[config.mk]
export PLATFORM = sky130hd
export DESIGN_NAME = rolling_hash_pattern_matcher
export DESIGN_NICKNAME = d
export VERILOG_FILES = /design/src/hw/rtl/rhpm_pkg.sv /design/src/hw/rtl/rolling_hash_pattern_matcher.sv /design/src/hw/rtl/rhpm_modstep.sv /design/src/hw/rtl/rhpm_window.sv
export SDC_FILE = /design/constraint.sdc
export NUM_CORES = 1
export LEC_CHECK = 0
export BUFFER_PORTS_ARGS = -buffer_cell sky130_fd_sc_hd__buf_4
export CAP_MARGIN = 40
export CORE_ASPECT_RATIO = 0.6
export CORE_MARGIN = 10
export CORE_UTILIZATION = 45
export CTS_CLUSTER_SIZE = 25
export DETAILED_ROUTE_END_ITERATION = 10
export GPL_ROUTABILITY_DRIVEN = 0
export GPL_TIMING_DRIVEN = 0
export PLACE_DENSITY_LB_ADDON = 0.12
export REMOVE_ABC_BUFFERS = 1
export SLEW_MARGIN = 20
export SYNTH_ARGS = -nofsm -noshare
export SYNTH_HDL_FRONTEND = slang
export SYNTH_SLANG_ARGS = --single-unit
[constraint.sdc]
create_clock -name aclk -period 17 [get_ports aclk]
set_input_delay 0.85 -clock aclk [delete_from_list [all_inputs] [get_ports aclk]]
set_output_delay 0.85 -clock aclk [all_outputs]
set_load 0.02 [all_outputs]
[src/hw/rtl/rhpm_pkg.sv]
// ----------------------------------------------------------------------------
// rhpm_pkg: shared types and constants of the rolling hash pattern matcher
// Register map codes, field widths, window control/status structs and the
// pattern byte select helper.
// ----------------------------------------------------------------------------
package rhpm_pkg;

    localparam int unsigned MAX_PATTERN = 8;
    localparam int unsigned INDEX_BITS  = 16;
    localparam int unsigned BYTE_BITS   = 8;
    localparam int unsigned LEN_BITS    = 4;
    localparam int unsigned MOD_BITS    = 12;
    localparam int unsigned SEEN_BITS   = 17;
    localparam int unsigned PAT_BITS    = MAX_PATTERN * BYTE_BITS;
    localparam int unsigned WIN_IDX     = (MAX_PATTERN > 1) ? $clog2(MAX_PATTERN) : 1;

    localparam logic [SEEN_BITS-1:0] SEEN_MAX = {SEEN_BITS{1'b1}};
    localparam int unsigned IDX_SAT_INT =
        (INDEX_BITS >= SEEN_BITS) ? ((1 << SEEN_BITS) - 1) : ((1 << INDEX_BITS) - 1);
    localparam logic [SEEN_BITS-1:0] IDX_SAT = IDX_SAT_INT[SEEN_BITS-1:0];

    // register indexes
    localparam logic [1:0] REG_PATTERN = 2'd0;
    localparam logic [1:0] REG_LENGTH  = 2'd1;
    localparam logic [1:0] REG_MODULUS = 2'd2;

    typedef struct packed {
        logic clear;
        logic shift;
    } rhpm_win_ctrl_t;

    typedef struct packed {
        logic [BYTE_BITS-1:0] leaving;
        logic                 bytes_equal;
    } rhpm_win_stat_t;

    function automatic logic [BYTE_BITS-1:0] pat_byte(input logic [PAT_BITS-1:0] pat,
                                                       input logic [WIN_IDX-1:0]  j);
        pat_byte = pat[BYTE_BITS*j +: BYTE_BITS];
    endfunction

endpackage

[src/hw/rtl/rolling_hash_pattern_matcher.sv]
// ----------------------------------------------------------------------------
// rolling_hash_pattern_matcher: streaming Rabin-Karp pattern search
// Top level with the APB register file, the sequencer and the result stage.
// ----------------------------------------------------------------------------
// Each text byte goes through ST_WH, ST_LPQ, ST_HORN and ST_CHECK while the
// window holds fewer bytes than the pattern length; once it is full, ST_MUL
// forms the leaving-byte product and ST_SUB subtracts it before ST_HORN. The
// stored window hash is reduced in ST_WH_RUN when it is not below the modulus,
// and the leading power in ST_LPQ_RUN when it is not, which happens only after
// a modulus change mid-text. A byte with the start flag first rebuilds the
// leading power and the pattern hash. The hash arithmetic runs on one modular
// step unit that shifts in one bit per cycle. s_ready is high only between bytes;
// a result waits in an output register, and the next byte is taken while it
// waits. Registers sit at byte addresses 0, 8 and 16.
// ----------------------------------------------------------------------------
module rolling_hash_pattern_matcher
    import rhpm_pkg::*;
(
    input  logic                  aclk,
    input  logic                  aresetn,
    input  logic                  psel,
    input  logic                  penable,
    input  logic                  pwrite,
    input  logic [4:0]            paddr,
    input  logic [63:0]           pwdata,
    output logic [63:0]           prdata,
    output logic                  pready,
    input  logic                  s_valid,
    output logic                  s_ready,
    input  logic [BYTE_BITS-1:0]  s_text_byte,
    input  logic                  s_start_req,
    output logic                  m_valid,
    input  logic                  m_ready,
    output logic [INDEX_BITS-1:0] m_match_index
);

    localparam logic [3:0] ST_IDLE    = 4'd0;
    localparam logic [3:0] ST_LP_INIT = 4'd1;
    localparam logic [3:0] ST_LP_RUN  = 4'd2;
    localparam logic [3:0] ST_PH_RUN  = 4'd3;
    localparam logic [3:0] ST_WH      = 4'd4;
    localparam logic [3:0] ST_WH_RUN  = 4'd5;
    localparam logic [3:0] ST_LPQ     = 4'd6;
    localparam logic [3:0] ST_LPQ_RUN = 4'd7;
    localparam logic [3:0] ST_MUL     = 4'd8;
    localparam logic [3:0] ST_SUB     = 4'd9;
    localparam logic [3:0] ST_HORN    = 4'd10;
    localparam logic [3:0] ST_CHECK   = 4'd11;

    // configuration
    logic [PAT_BITS-1:0] pattern_reg;
    logic [LEN_BITS-1:0] length_reg;
    logic [MOD_BITS-1:0] modulus_reg;
    logic                cfg_wr;
    logic [1:0]          cfg_idx;

    // datapath and sequencer
    logic [3:0]            state_reg, state_next;
    logic [MOD_BITS-1:0]   acc_reg, acc_next;
    logic [MOD_BITS-1:0]   sh_reg, sh_next;
    logic [5:0]            cnt_reg, cnt_next;
    logic [WIN_IDX-1:0]    jc_reg, jc_next;
    logic [BYTE_BITS-1:0]  byte_reg, byte_next;
    logic [MOD_BITS-1:0]   t_reg, t_next;
    logic [MOD_BITS-1:0]   lpq_reg, lpq_next;
    logic [MOD_BITS-1:0]   wh_reg, wh_next;
    logic [MOD_BITS-1:0]   ph_reg, ph_next;
    logic [MOD_BITS-1:0]   lp_reg, lp_next;
    logic [SEEN_BITS-1:0]  seen_reg, seen_next;
    logic                  out_valid_reg, out_valid_next;
    logic [INDEX_BITS-1:0] out_idx_reg, out_idx_next;

    logic [LEN_BITS-1:0]   len_eff;
    logic [LEN_BITS-1:0]   len_m1;
    logic [MOD_BITS-1:0]   q_eff;
    logic                  accept;
    logic                  last_bit;
    logic                  full;
    logic [SEEN_BITS-1:0]  idx_raw;
    logic [SEEN_BITS-1:0]  idx_sat;
    logic [MOD_BITS:0]     diff_wrap;
    logic [MOD_BITS-1:0]   diff;

    logic                  step_bit;
    logic [MOD_BITS-1:0]   step_add;
    logic [MOD_BITS-1:0]   step_out;

    rhpm_win_ctrl_t        win_ctrl;
    rhpm_win_stat_t        win_stat;

    // ---------------- register file ----------------
    assign pready  = 1'b1;
    assign cfg_wr  = psel && penable && pwrite;
    assign cfg_idx = paddr[4:3];

    always_ff @(posedge aclk) begin
        if (!aresetn) begin
            pattern_reg <= '0;
            length_reg  <= LEN_BITS'(1);
            modulus_reg <= MOD_BITS'(37);
        end else if (cfg_wr) begin
            unique case (cfg_idx)
                REG_PATTERN: pattern_reg <= pwdata[PAT_BITS-1:0];
                REG_LENGTH:  length_reg  <= pwdata[LEN_BITS-1:0];
                REG_MODULUS: modulus_reg <= pwdata[MOD_BITS-1:0];
                default: ;
            endcase
        end
    end

    always_comb begin
        unique case (cfg_idx)
            REG_PATTERN: prdata = 64'(pattern_reg);
            REG_LENGTH:  prdata = 64'(length_reg);
            REG_MODULUS: prdata = 64'(modulus_reg);
            default:     prdata = '0;
        endcase
    end

    // ---------------- effective settings ----------------
    always_comb begin
        if (length_reg == '0) begin
            len_eff = LEN_BITS'(1);
        end else if (length_reg > LEN_BITS'(MAX_PATTERN)) begin
            len_eff = LEN_BITS'(MAX_PATTERN);
        end else begin
            len_eff = length_reg;
        end
        len_m1 = len_eff - LEN_BITS'(1);
        q_eff  = (modulus_reg == '0) ? MOD_BITS'(1) : modulus_reg;
    end

    // ---------------- shared modular step ----------------
    always_comb begin
        step_bit = sh_reg[MOD_BITS-1];
        step_add = '0;
        if (state_reg == ST_LP_RUN) begin
            step_bit = 1'b0;
        end else if (state_reg == ST_MUL) begin
            step_bit = 1'b0;
            step_add = sh_reg[MOD_BITS-1] ? lpq_reg : '0;
        end
    end

    rhpm_modstep u_step (
        .r_in    (acc_reg),
        .bit_in  (step_bit),
        .addend  (step_add),
        .modulus (q_eff),
        .r_out   (step_out)
    );

    rhpm_window u_window (
        .aclk    (aclk),
        .aresetn (aresetn),
        .ctrl    (win_ctrl),
        .byte_in (byte_reg),
        .len_eff (len_eff),
        .pattern (pattern_reg),
        .stat    (win_stat)
    );

    // ---------------- sequencer ----------------
    assign s_ready       = (state_reg == ST_IDLE);
    assign accept        = s_valid && s_ready;
    assign m_valid       = out_valid_reg;
    assign m_match_index = out_idx_reg;

    always_comb begin
        last_bit  = (cnt_reg == 6'd1);
        full      = (seen_reg >= SEEN_BITS'(len_eff));
        idx_raw   = seen_reg - SEEN_BITS'(len_eff);
        idx_sat   = (idx_raw > IDX_SAT) ? IDX_SAT : idx_raw;
        diff_wrap = {1'b0, t_reg} + {1'b0, q_eff} - {1'b0, acc_reg};
        diff      = (t_reg >= acc_reg) ? (t_reg - acc_reg) : diff_wrap[MOD_BITS-1:0];
    end

    always_comb begin
        state_next     = state_reg;
        acc_next       = acc_reg;
        sh_next        = sh_reg;
        cnt_next       = cnt_reg;
        jc_next        = jc_reg;
        byte_next      = byte_reg;
        t_next         = t_reg;
        lpq_next       = lpq_reg;
        wh_next        = wh_reg;
        ph_next        = ph_reg;
        lp_next        = lp_reg;
        seen_next      = seen_reg;
        out_valid_next = out_valid_reg;
        out_idx_next   = out_idx_reg;
        win_ctrl       = '0;

        // drop the result once it is taken
        if (out_valid_reg && m_ready) begin
            out_valid_next = 1'b0;
        end

        unique case (state_reg)
            ST_IDLE: begin
                if (accept) begin
                    byte_next = s_text_byte;
                    if (s_start_req) begin
                        wh_next        = '0;
                        seen_next      = '0;
                        win_ctrl.clear = 1'b1;
                        state_next     = ST_LP_INIT;
                    end else begin
                        state_next = ST_WH;
                    end
                end
            end
            ST_LP_INIT: begin
                acc_next   = (q_eff == MOD_BITS'(1)) ? '0 : MOD_BITS'(1);
                cnt_next   = {len_m1[2:0], 3'b000};
                state_next = ST_LP_RUN;
            end
            ST_LP_RUN: begin
                if (cnt_reg == '0) begin
                    lp_next    = acc_reg;
                    acc_next   = '0;
                    jc_next    = '0;
                    sh_next    = {pat_byte(pattern_reg, '0), 4'b0000};
                    cnt_next   = 6'd8;
                    state_next = ST_PH_RUN;
                end else begin
                    acc_next = step_out;
                    cnt_next = cnt_reg - 6'd1;
                end
            end
            ST_PH_RUN: begin
                acc_next = step_out;
                sh_next  = {sh_reg[MOD_BITS-2:0], 1'b0};
                cnt_next = cnt_reg - 6'd1;
                if (last_bit) begin
                    if (jc_reg == len_m1[WIN_IDX-1:0]) begin
                        ph_next    = step_out;
                        state_next = ST_WH;
                    end else begin
                        jc_next  = jc_reg + WIN_IDX'(1);
                        sh_next  = {pat_byte(pattern_reg, jc_reg + WIN_IDX'(1)), 4'b0000};
                        cnt_next = 6'd8;
                    end
                end
            end
            ST_WH: begin
                if (wh_reg < q_eff) begin
                    t_next     = wh_reg;
                    state_next = ST_LPQ;
                end else begin
                    acc_next   = '0;
                    sh_next    = wh_reg;
                    cnt_next   = 6'(MOD_BITS);
                    state_next = ST_WH_RUN;
                end
            end
            ST_WH_RUN: begin
                acc_next = step_out;
                sh_next  = {sh_reg[MOD_BITS-2:0], 1'b0};
                cnt_next = cnt_reg - 6'd1;
                if (last_bit) begin
                    t_next     = step_out;
                    state_next = ST_LPQ;
                end
            end
            ST_LPQ: begin
                if (!full) begin
                    acc_next   = t_reg;
                    sh_next    = {byte_reg, 4'b0000};
                    cnt_next   = 6'd8;
                    state_next = ST_HORN;
                end else if (lp_reg < q_eff) begin
                    lpq_next   = lp_reg;
                    acc_next   = '0;
                    sh_next    = {win_stat.leaving, 4'b0000};
                    cnt_next   = 6'd8;
                    state_next = ST_MUL;
                end else begin
                    acc_next   = '0;
                    sh_next    = lp_reg;
                    cnt_next   = 6'(MOD_BITS);
                    state_next = ST_LPQ_RUN;
                end
            end
            ST_LPQ_RUN: begin
                acc_next = step_out;
                sh_next  = {sh_reg[MOD_BITS-2:0], 1'b0};
                cnt_next = cnt_reg - 6'd1;
                if (last_bit) begin
                    lpq_next   = step_out;
                    acc_next   = '0;
                    sh_next    = {win_stat.leaving, 4'b0000};
                    cnt_next   = 6'd8;
                    state_next = ST_MUL;
                end
            end
            ST_MUL: begin
                acc_next = step_out;
                sh_next  = {sh_reg[MOD_BITS-2:0], 1'b0};
                cnt_next = cnt_reg - 6'd1;
                if (last_bit) begin
                    state_next = ST_SUB;
                end
            end
            ST_SUB: begin
                // remove the leaving byte's weight from the hash
                acc_next   = diff;
                sh_next    = {byte_reg, 4'b0000};
                cnt_next   = 6'd8;
                state_next = ST_HORN;
            end
            ST_HORN: begin
                acc_next = step_out;
                sh_next  = {sh_reg[MOD_BITS-2:0], 1'b0};
                cnt_next = cnt_reg - 6'd1;
                if (last_bit) begin
                    wh_next        = step_out;
                    win_ctrl.shift = 1'b1;
                    if (seen_reg != SEEN_MAX) begin
                        seen_next = seen_reg + SEEN_BITS'(1);
                    end
                    state_next = ST_CHECK;
                end
            end
            ST_CHECK: begin
                if (full && (wh_reg == ph_reg) && win_stat.bytes_equal) begin
                    // hold until the output stage is free
                    if (!out_valid_reg || m_ready) begin
                        out_valid_next = 1'b1;
                        out_idx_next   = idx_sat[INDEX_BITS-1:0];
                        state_next     = ST_IDLE;
                    end
                end else begin
                    state_next = ST_IDLE;
                end
            end
            default: begin
                state_next = ST_IDLE;
            end
        endcase
    end

    always_ff @(posedge aclk) begin
        if (!aresetn) begin
            state_reg     <= ST_IDLE;
            out_valid_reg <= 1'b0;
            wh_reg        <= '0;
            ph_reg        <= '0;
            lp_reg        <= MOD_BITS'(1);
            seen_reg      <= '0;
        end else begin
            state_reg     <= state_next;
            out_valid_reg <= out_valid_next;
            wh_reg        <= wh_next;
            ph_reg        <= ph_next;
            lp_reg        <= lp_next;
            seen_reg      <= seen_next;
        end
    end

    always_ff @(posedge aclk) begin
        acc_reg     <= acc_next;
        sh_reg      <= sh_next;
        cnt_reg     <= cnt_next;
        jc_reg      <= jc_next;
        byte_reg    <= byte_next;
        t_reg       <= t_next;
        lpq_reg     <= lpq_next;
        out_idx_reg <= out_idx_next;
    end

endmodule

[src/hw/rtl/rhpm_modstep.sv]
// ----------------------------------------------------------------------------
// rhpm_modstep: one step of the serial modular reduction unit
// Computes ((2*r + bit) mod q + addend) mod q for r < q and addend < q, with
// two compare-and-subtract stages.
// ----------------------------------------------------------------------------
module rhpm_modstep
    import rhpm_pkg::*;
(
    input  logic [MOD_BITS-1:0] r_in,
    input  logic                bit_in,
    input  logic [MOD_BITS-1:0] addend,
    input  logic [MOD_BITS-1:0] modulus,
    output logic [MOD_BITS-1:0] r_out
);

    logic [MOD_BITS:0]   dbl;
    logic [MOD_BITS:0]   dbl_red;
    logic [MOD_BITS:0]   sum;
    logic [MOD_BITS:0]   sum_red;

    always_comb begin
        dbl     = {r_in, bit_in};
        dbl_red = (dbl >= {1'b0, modulus}) ? (dbl - {1'b0, modulus}) : dbl;
        sum     = dbl_red + {1'b0, addend};
        sum_red = (sum >= {1'b0, modulus}) ? (sum - {1'b0, modulus}) : sum;
        r_out   = sum_red[MOD_BITS-1:0];
    end

endmodule

[src/hw/rtl/rhpm_window.sv]
// ----------------------------------------------------------------------------
// rhpm_window: text byte window and byte-by-byte pattern compare
// Holds the last MAX_PATTERN text bytes, gives the byte leaving a window of
// the active length and flags an exact match against the pattern.
// ----------------------------------------------------------------------------
module rhpm_window
    import rhpm_pkg::*;
(
    input  logic                 aclk,
    input  logic                 aresetn,
    input  rhpm_win_ctrl_t       ctrl,
    input  logic [BYTE_BITS-1:0] byte_in,
    input  logic [LEN_BITS-1:0]  len_eff,
    input  logic [PAT_BITS-1:0]  pattern,
    output rhpm_win_stat_t       stat
);

    logic [BYTE_BITS-1:0] win_reg  [MAX_PATTERN];
    logic [BYTE_BITS-1:0] win_next [MAX_PATTERN];
    logic [LEN_BITS-1:0]  len_m1;
    logic [MAX_PATTERN-1:0] hit;

    always_comb begin
        for (int k = 0; k < MAX_PATTERN; k++) begin
            win_next[k] = win_reg[k];
        end
        if (ctrl.clear) begin
            for (int k = 0; k < MAX_PATTERN; k++) begin
                win_next[k] = '0;
            end
        end else if (ctrl.shift) begin
            for (int k = MAX_PATTERN - 1; k > 0; k--) begin
                win_next[k] = win_reg[k-1];
            end
            win_next[0] = byte_in;
        end
    end

    always_ff @(posedge aclk) begin
        if (!aresetn) begin
            for (int k = 0; k < MAX_PATTERN; k++) begin
                win_reg[k] <= '0;
            end
        end else begin
            for (int k = 0; k < MAX_PATTERN; k++) begin
                win_reg[k] <= win_next[k];
            end
        end
    end

    // entry k is pattern byte m-1-k; entries past the length always agree
    always_comb begin
        len_m1 = len_eff - LEN_BITS'(1);
        for (int k = 0; k < MAX_PATTERN; k++) begin
            if (LEN_BITS'(k) < len_eff) begin
                hit[k] = (win_reg[k] ==
                          pat_byte(pattern, WIN_IDX'(len_m1 - LEN_BITS'(k))));
            end else begin
                hit[k] = 1'b1;
            end
        end
        stat.bytes_equal = &hit;
        stat.leaving     = win_reg[len_m1[WIN_IDX-1:0]];
    end

endmodule

==> reports/results.txt, run 1 <==
Synth area leader: dfxtp_1
Clk slew on worst S/H paths: 0.06 ns
Clk Latency, worst-skew pair: 0.61 ns
Pwr Total: 3.77 mW
Synth cell types: 81
Hold Buf Count CTS: 0
Largest net degree at the start of global routing: 72
Leakage: 9.43 nW
FP Rows: 61
Final nets: 2772
Cts bufs inserted: 30
Post-synth EDFFs: 81
Min-delay src: s_text_byte[3]
Reg2reg start: state_reg[1]
Die area: 56000 um^2
Slew Limit Fails: 0
Largest family of logic cells by synthesized area: simple AND/OR/NAND/NOR gates
CP max-delay cell: dfxtp_1
Number of global-route vias before repair: 18800
Gr usage total: 0.266
VDD IR max: 0.000187 V
Synthesized area per cell: 8.51 um^2
Mux cell area share after synthesis: 0.154
Family with the most delay on the worst path: compound AO/OA/AOI/OAI gates
Ys Warns: 0
Seq cells post-synth: 283
WP data arrival: 8.80 ns
RSZ-0062 raised after global routing: false
Port bufs: 163
CP peak stage delay: 0.88 ns
Crit end category: flip-flop
Ports: 168
Clock Sinks: 283
Post-CTS Setup Repair Bufs: 0
Clk buf depth: 3
Most used cell, CP: o21ai_0
Initial Util: 0.454
Final min period: 8.53 ns
Initial drt markers: 2447
Grt ovf: 0
Initial antenna violation count: 4
Area grow syn2layout: 16.0%
Power per cell area: 154 nW/um^2
Synth area leaders: dfxtp_1, edfxtp_1, mux4_2, nand2_1, mux2i_1
Clk_skew: 0.0390 ns
Detailed Routing Iterations Pass 1: 8
Top FF cell, synth: dfxtp_1
First-pass GRT wire length: 118000 um
Cell area after synthesis: 21000 um^2
Simple-Gate Fraction of Synth Area: 0.188
Clock root buffer: clkbuf_16
Synth Area in Adders: 0.0718
Relative slew slack: 0.319
Worst slew pin tran: 1.01 ns
Via density: 6.18
Synth Instances: 2468
Top cell type's share of synthesized area: 0.192
Drt wl/cell: 24.0 um
Drt total wl: 77700 um
Post-synthesis xor/xnor area fraction: 0.0609
Die height: 187 um
DP HPWL: 60000 um
Worst Hold Class: in -> reg
Critical path class: reg -> reg
Setup TNS: 0 ns
Final Hold Viols: 0
CP Launch Type: flip-flop
CTS tree: yes
Core Footprint: 46300 um^2
Max_cap viols: 0
Async SR Flop Fraction: 0
Compound-gate portion of the synthesized area: 0.168
CP startpoint: state_reg[1]
Sequential area share after synthesis: 0.308
H-tree levels: 1
Max Clk Rate: 117 MHz
Layout cells sized above 1: 0.165
# setup viols final: 0
Crit path max fanout: 23
Die width: 299 um
Cts repair resizes: 0
Status: completed
Reg2reg setup slack: 8.47 ns
# DRC: 0
Post-layout util: 0.527
Crit path buffers/inverters: 0
Crit path required time: 17.27 ns
Post-route ant nets: 0
Vias: 20000
Period utilisation layout: 0.502
-- report_power, final --
part	internal (mW)	switching, mW	total [mW]
combinational	0.799	1.38	2.18
clock	0.398	0.295	0.693
sequential	0.796	0.0949	0.891
total	1.99	1.77	3.77
-- layout by cell type (no fill, tap or decap), types with 18 or more instances in the layout --
cell type	instances
nand3_1	40
o221ai_1	19
buf_4	190
clkbuf_16	32
a21oi_1	230
mux4_2	78
inv_1	109
nand4_1	25
xor2_1	51
nor2_1	146
and2_1	69
nand2b_1	21
a22oi_1	26
mux2i_1	125
o21a_1	20
nand2_1	423
o21ai_0	107
nor2b_1	21
ha_1	94
mux2_2	21
a21o_1	33
nor3_1	37
xnor2_1	85
dfxtp_1	200
edfxtp_1	81
nor4_1	18
-- area by class of cell --
| class | count | area [um^2] |
|---|---|---|
| antenna | 2 | 5.00 |
| clock buffer | 43 | 892 |
| clock inverter | 12 | 145 |
| fill | 4310 | 21900 |
| inverter | 115 | 434 |
| multi-input combinational | 1916 | 13700 |
| sequential | 283 | 6480 |
| tap | 630 | 788 |
| timing repair buffer | 230 | 1990 |
-- layer usage --
layer	vias up	GRT usage	share of wire
li1	9019	-	-
met1	9649	0.413	0.46
met2	1203	0.334	0.37
met3	86	0.103	0.15
met4	0	0.0476	0.016
met5	-	0	0
-- synthesized netlist by cell type, types with 34 or more instances --
master / count
xor2_1: 52
nand3_1: 40
edfxtp_1: 81
inv_1: 110
xnor2_1: 87
clkbuf_1: 126
and2_1: 69
a21oi_1: 233
dfxtp_1: 202
nor2_1: 149
a21o_1: 34
ha_1: 95
o21ai_0: 108
nor3_1: 43
mux2i_1: 125
mux4_2: 78
nand2_1: 424
-- per-stage QoR --
step           instances  cell area [um^2]  worst slack (ns)  hold WS (ns)
6_report            3231             24400              8.47         0.428
5_1_grt             3229             24400              7.90         0.404
4_1_cts             3221             24300              8.78         0.400
3_5_place_dp        3166             23200              8.81         0.470
3_3_place_gp        3107             22400              2.20         0.472
2_1_floorplan       2314             20400              6.12         0.455
-- logic make-up (layout without fill, tap and decap cells) --
kind of cell,Yosys count,count (layout)
simple gates,867,867
compound gates,571,571
flops,283,283
buf+inv,269,400
mux,224,224
xor+xnor,142,142
fa+ha+maj,111,111
other cells,1,3
-- path summary, 6_finish.rpt --
check	end	depth (start not counted)
setup / recovery	lpq_reg[9]	27
hold / removal	byte_reg[3]	1
setup reg to reg	lpq_reg[9]	27
hold reg to reg	u_window.win_reg[6][2]	2
No activity file was read; power rests on OpenSTA's default activity.
==> inputs of run 2 (changes only) <==
==> constraint.sdc (replaced) <==
create_clock -name aclk -period 7.5 [get_ports aclk]
set_input_delay 0.375 -clock aclk [delete_from_list [all_inputs] [get_ports aclk]]
set_output_delay 0.375 -clock aclk [all_outputs]
set_load 0.02 [all_outputs]
==> run 2 against run 1 <==
Effect of this change: core utilization grew 0.44 points; largest cell class unchanged; non-clock buffer count grew 11; die area is the same; sequential power grew 130%; worst hold slack lost 0.38 ns; routed wire length grew 0.28%; via count grew 0.23%; cell count grew 0.34%; combinational power grew 140%; sequential share of layout area shrank 0.19 points; maximum frequency grew 20%.
==> reports/results.txt, run 2 (same netlist as run 1, synthesis figures left out) <==
Comb pwr share: 0.589 (+0.010)
Clock root buffer: clkbuf_16
# DRC: 0 (unchanged)
Crit path cell chain: o21ba_2, nor2_4, buf_16, inv_2, ha_1, inv_2, xnor2_2, buf_8, buf_6, mux4_2, or3b_1, o31a_1, mux4_2, o41a_1, a2111oi_2, nand4_1, nor2b_4, buf_12
Leakage: 9.50 nW (+0.75%)
Port bufs: 163 (unchanged)
WP data arrival: 7.40 ns (-1.40 ns)
Critical path class: reg -> reg
CTS tree: yes
Clk slew on worst S/H paths: 0.06 ns (about the same)
Initial Util: 0.454 (unchanged)
Relative slew slack: 0.405 (+0.0858)
Sw Pwr: 4.11 mW (+130%)
Drt wl/cell: 24.0 um (about the same)
Die width: 299 um (unchanged)
Post-layout util: 0.532 (+0.00444)
Number of global-route vias before repair: 18900 (+0.20%)
Core Footprint: 46300 um^2 (unchanged)
DP HPWL: 60000 um (unchanged)
Area grow syn2layout: 17.0%
Gr usage total: 0.266 (+0.000419)
Clock power frac: 0.180 (-0.004)
Max_cap viols: 0 (unchanged)
Family with the most delay on the worst path: compound AO/OA/AOI/OAI gates
Grt ovf: 0 (unchanged)
Crit path max fanout: 31 (+35%)
FP Rows: 61 (unchanged)
CP peak stage delay: 0.81 ns (-0.07 ns)
Worst slew pin tran: 0.880 ns (-0.127 ns)
Status: completed
# setup viols final: 0 (unchanged)
Vias: 20000 (+0.23%)
Post-route ant nets: 0 (unchanged)
Clk_skew: 0.0399 ns (+0.000866 ns)
Internal power: 4.66 mW (+130%)
Clk Latency, worst-skew pair: 0.61 ns (about the same)
Final min period: 7.09 ns (-1.44 ns)
Cts bufs inserted: 30 (unchanged)
Flop pwr share: 0.231 (-0.006)
Drt total wl: 77900 um (+0.28%)
Ports: 168 (unchanged)
Crit path buffers/inverters: 6 (+6)
Via density: 6.17 (-0.11%)
Final nets: 2783 (+0.40%)
Power per cell area: 356 nW/um^2 (+130%)
CP Launch Type: flip-flop
Clock Sinks: 283 (unchanged)
Hold Slack: 0.0458 ns (-0.382 ns)
VDD IR max: 0.000361 V (+93%)
First-pass GRT wire length: 118000 um (+0.22%)
Largest net degree at the start of global routing: 72 (unchanged)
Crit path required time: 7.81 ns (-9.46 ns)
RSZ-0062 raised after global routing: false
Clk buf depth: 3 (unchanged)
Initial drt markers: 2396 (-2.1%)
Die height: 187 um (unchanged)
Most common cell after layout, fill and taps aside: nand2_1
H-tree levels: 1 (unchanged)
Slew Limit Fails: 0 (unchanged)
Worst Hold Class: in -> reg
Detailed Routing Iterations Pass 1: 6 (-2)
Max Clk Rate: 141 MHz (+20%)
Layout cells sized above 1: 0.170 (+0.00505)
Most frequent cells in the layout: nand2_1, a21oi_1, dfxtp_1, buf_4, nor2_1
Die area: 56000 um^2 (unchanged)
Crit end category: flip-flop
CP max-delay cell: dfxtp_2
Net Sw Frac: 0.469 (-0.00212)
Final Hold Viols: 0 (unchanged)
Period utilisation layout: 0.945 (+0.444)
Initial antenna violation count: 4 (unchanged)
-- run 2: changes by cell type in the layout (fill, tap and decap cells not counted), moves of 3 or more --
cell / previous run / this run
dlygate4sd3_1: 0 / 8
mux2i_1: 125 / 121
buf_4: 190 / 193
dfxtp_1: 200 / 197
o21ai_0: 107 / 104
o21ai_1: 2 / 5
-- run 2: metal layers --
layer	global-route usage	vias up	wire length [um]
met3	0.103	96	11600
met1	0.414	9681	36200
met2	0.334	1185	28700
li1	-	9040	-
met4	0.0474	0	1370
met5	0	-	0
-- run 2: power groups by stage --
| stage | sequential, mW | combinational, mW | clock [mW] |
|---|---|---|---|
| 6_report | 2.03 | 5.17 | 1.57 |
| 5_1_grt | 2.05 | 5.57 | 1.66 |
| 4_1_cts | 2.03 | 4.77 | 1.60 |
| 3_5_place_dp | 2.06 | 4.72 | 0 |
| 3_3_place_gp | 2.06 | 4.33 | 0 |
| 2_1_floorplan | 1.96 | 2.97 | 0 |
-- run 2: layout make-up --
type | instances | area, um^2
Timing Repair Buffer | 241 | 2100
Fill cell | 4289 | 21700
Clock inverter | 12 | 145
Tap cell | 630 | 788
Clock buffer | 43 | 892
Antenna cell | 2 | 5.00
Sequential cell | 283 | 6490
Inverter | 115 | 434
Multi-Input combinational cell | 1916 | 13700
-- run 2: worst min-delay path, stage by stage --
cell and delay [ns]:
buf_4 0.11, nand2_1 0.04, a21oi_1 0.05
-- run 2: path summary, 6_finish.rpt --
check	cells past startpoint	slack, ns	startpoint	endpoint
worst max-delay path	18	0.41	length_reg[2]	m_match_index[3]
worst min register to register	2	0.48	u_window.win_reg[5][2]	u_window.win_reg[6][2]
worst min-delay path	3	0.05	pwdata[17]	pattern_reg[17]
worst max register to register	18	0.41	length_reg[2]	m_match_index[3]
-- run 2: stage by stage --
step	setup WS (ns)	area [um^2]	TNS (ns)	power (mW)	instances
detailed placement	-0.688	23200	-23.96	6.78	3166
floorplan	-3.38	20400	-93.68	4.93	2314
global route	0.0167	24600	0	9.27	3240
finish	0.410	24600	0	8.77	3242
global placement	-7.30	22400	-384.97	6.39	3107
CTS	0.0864	24400	0	8.40	3229
-- run 2: timing repair --
| item | 4_1_cts | 5_1_grt |
|---|---|---|
| resized for setup | 7 | 17 |
| setup endpoints to repair | 74 | 70 |
| hold buffers | 8 | 0 |
| buffers inserted | 0 | 4 |
| endpoints found under the hold margin | 8 | 0 |
| pin swaps | 0 | 1 |
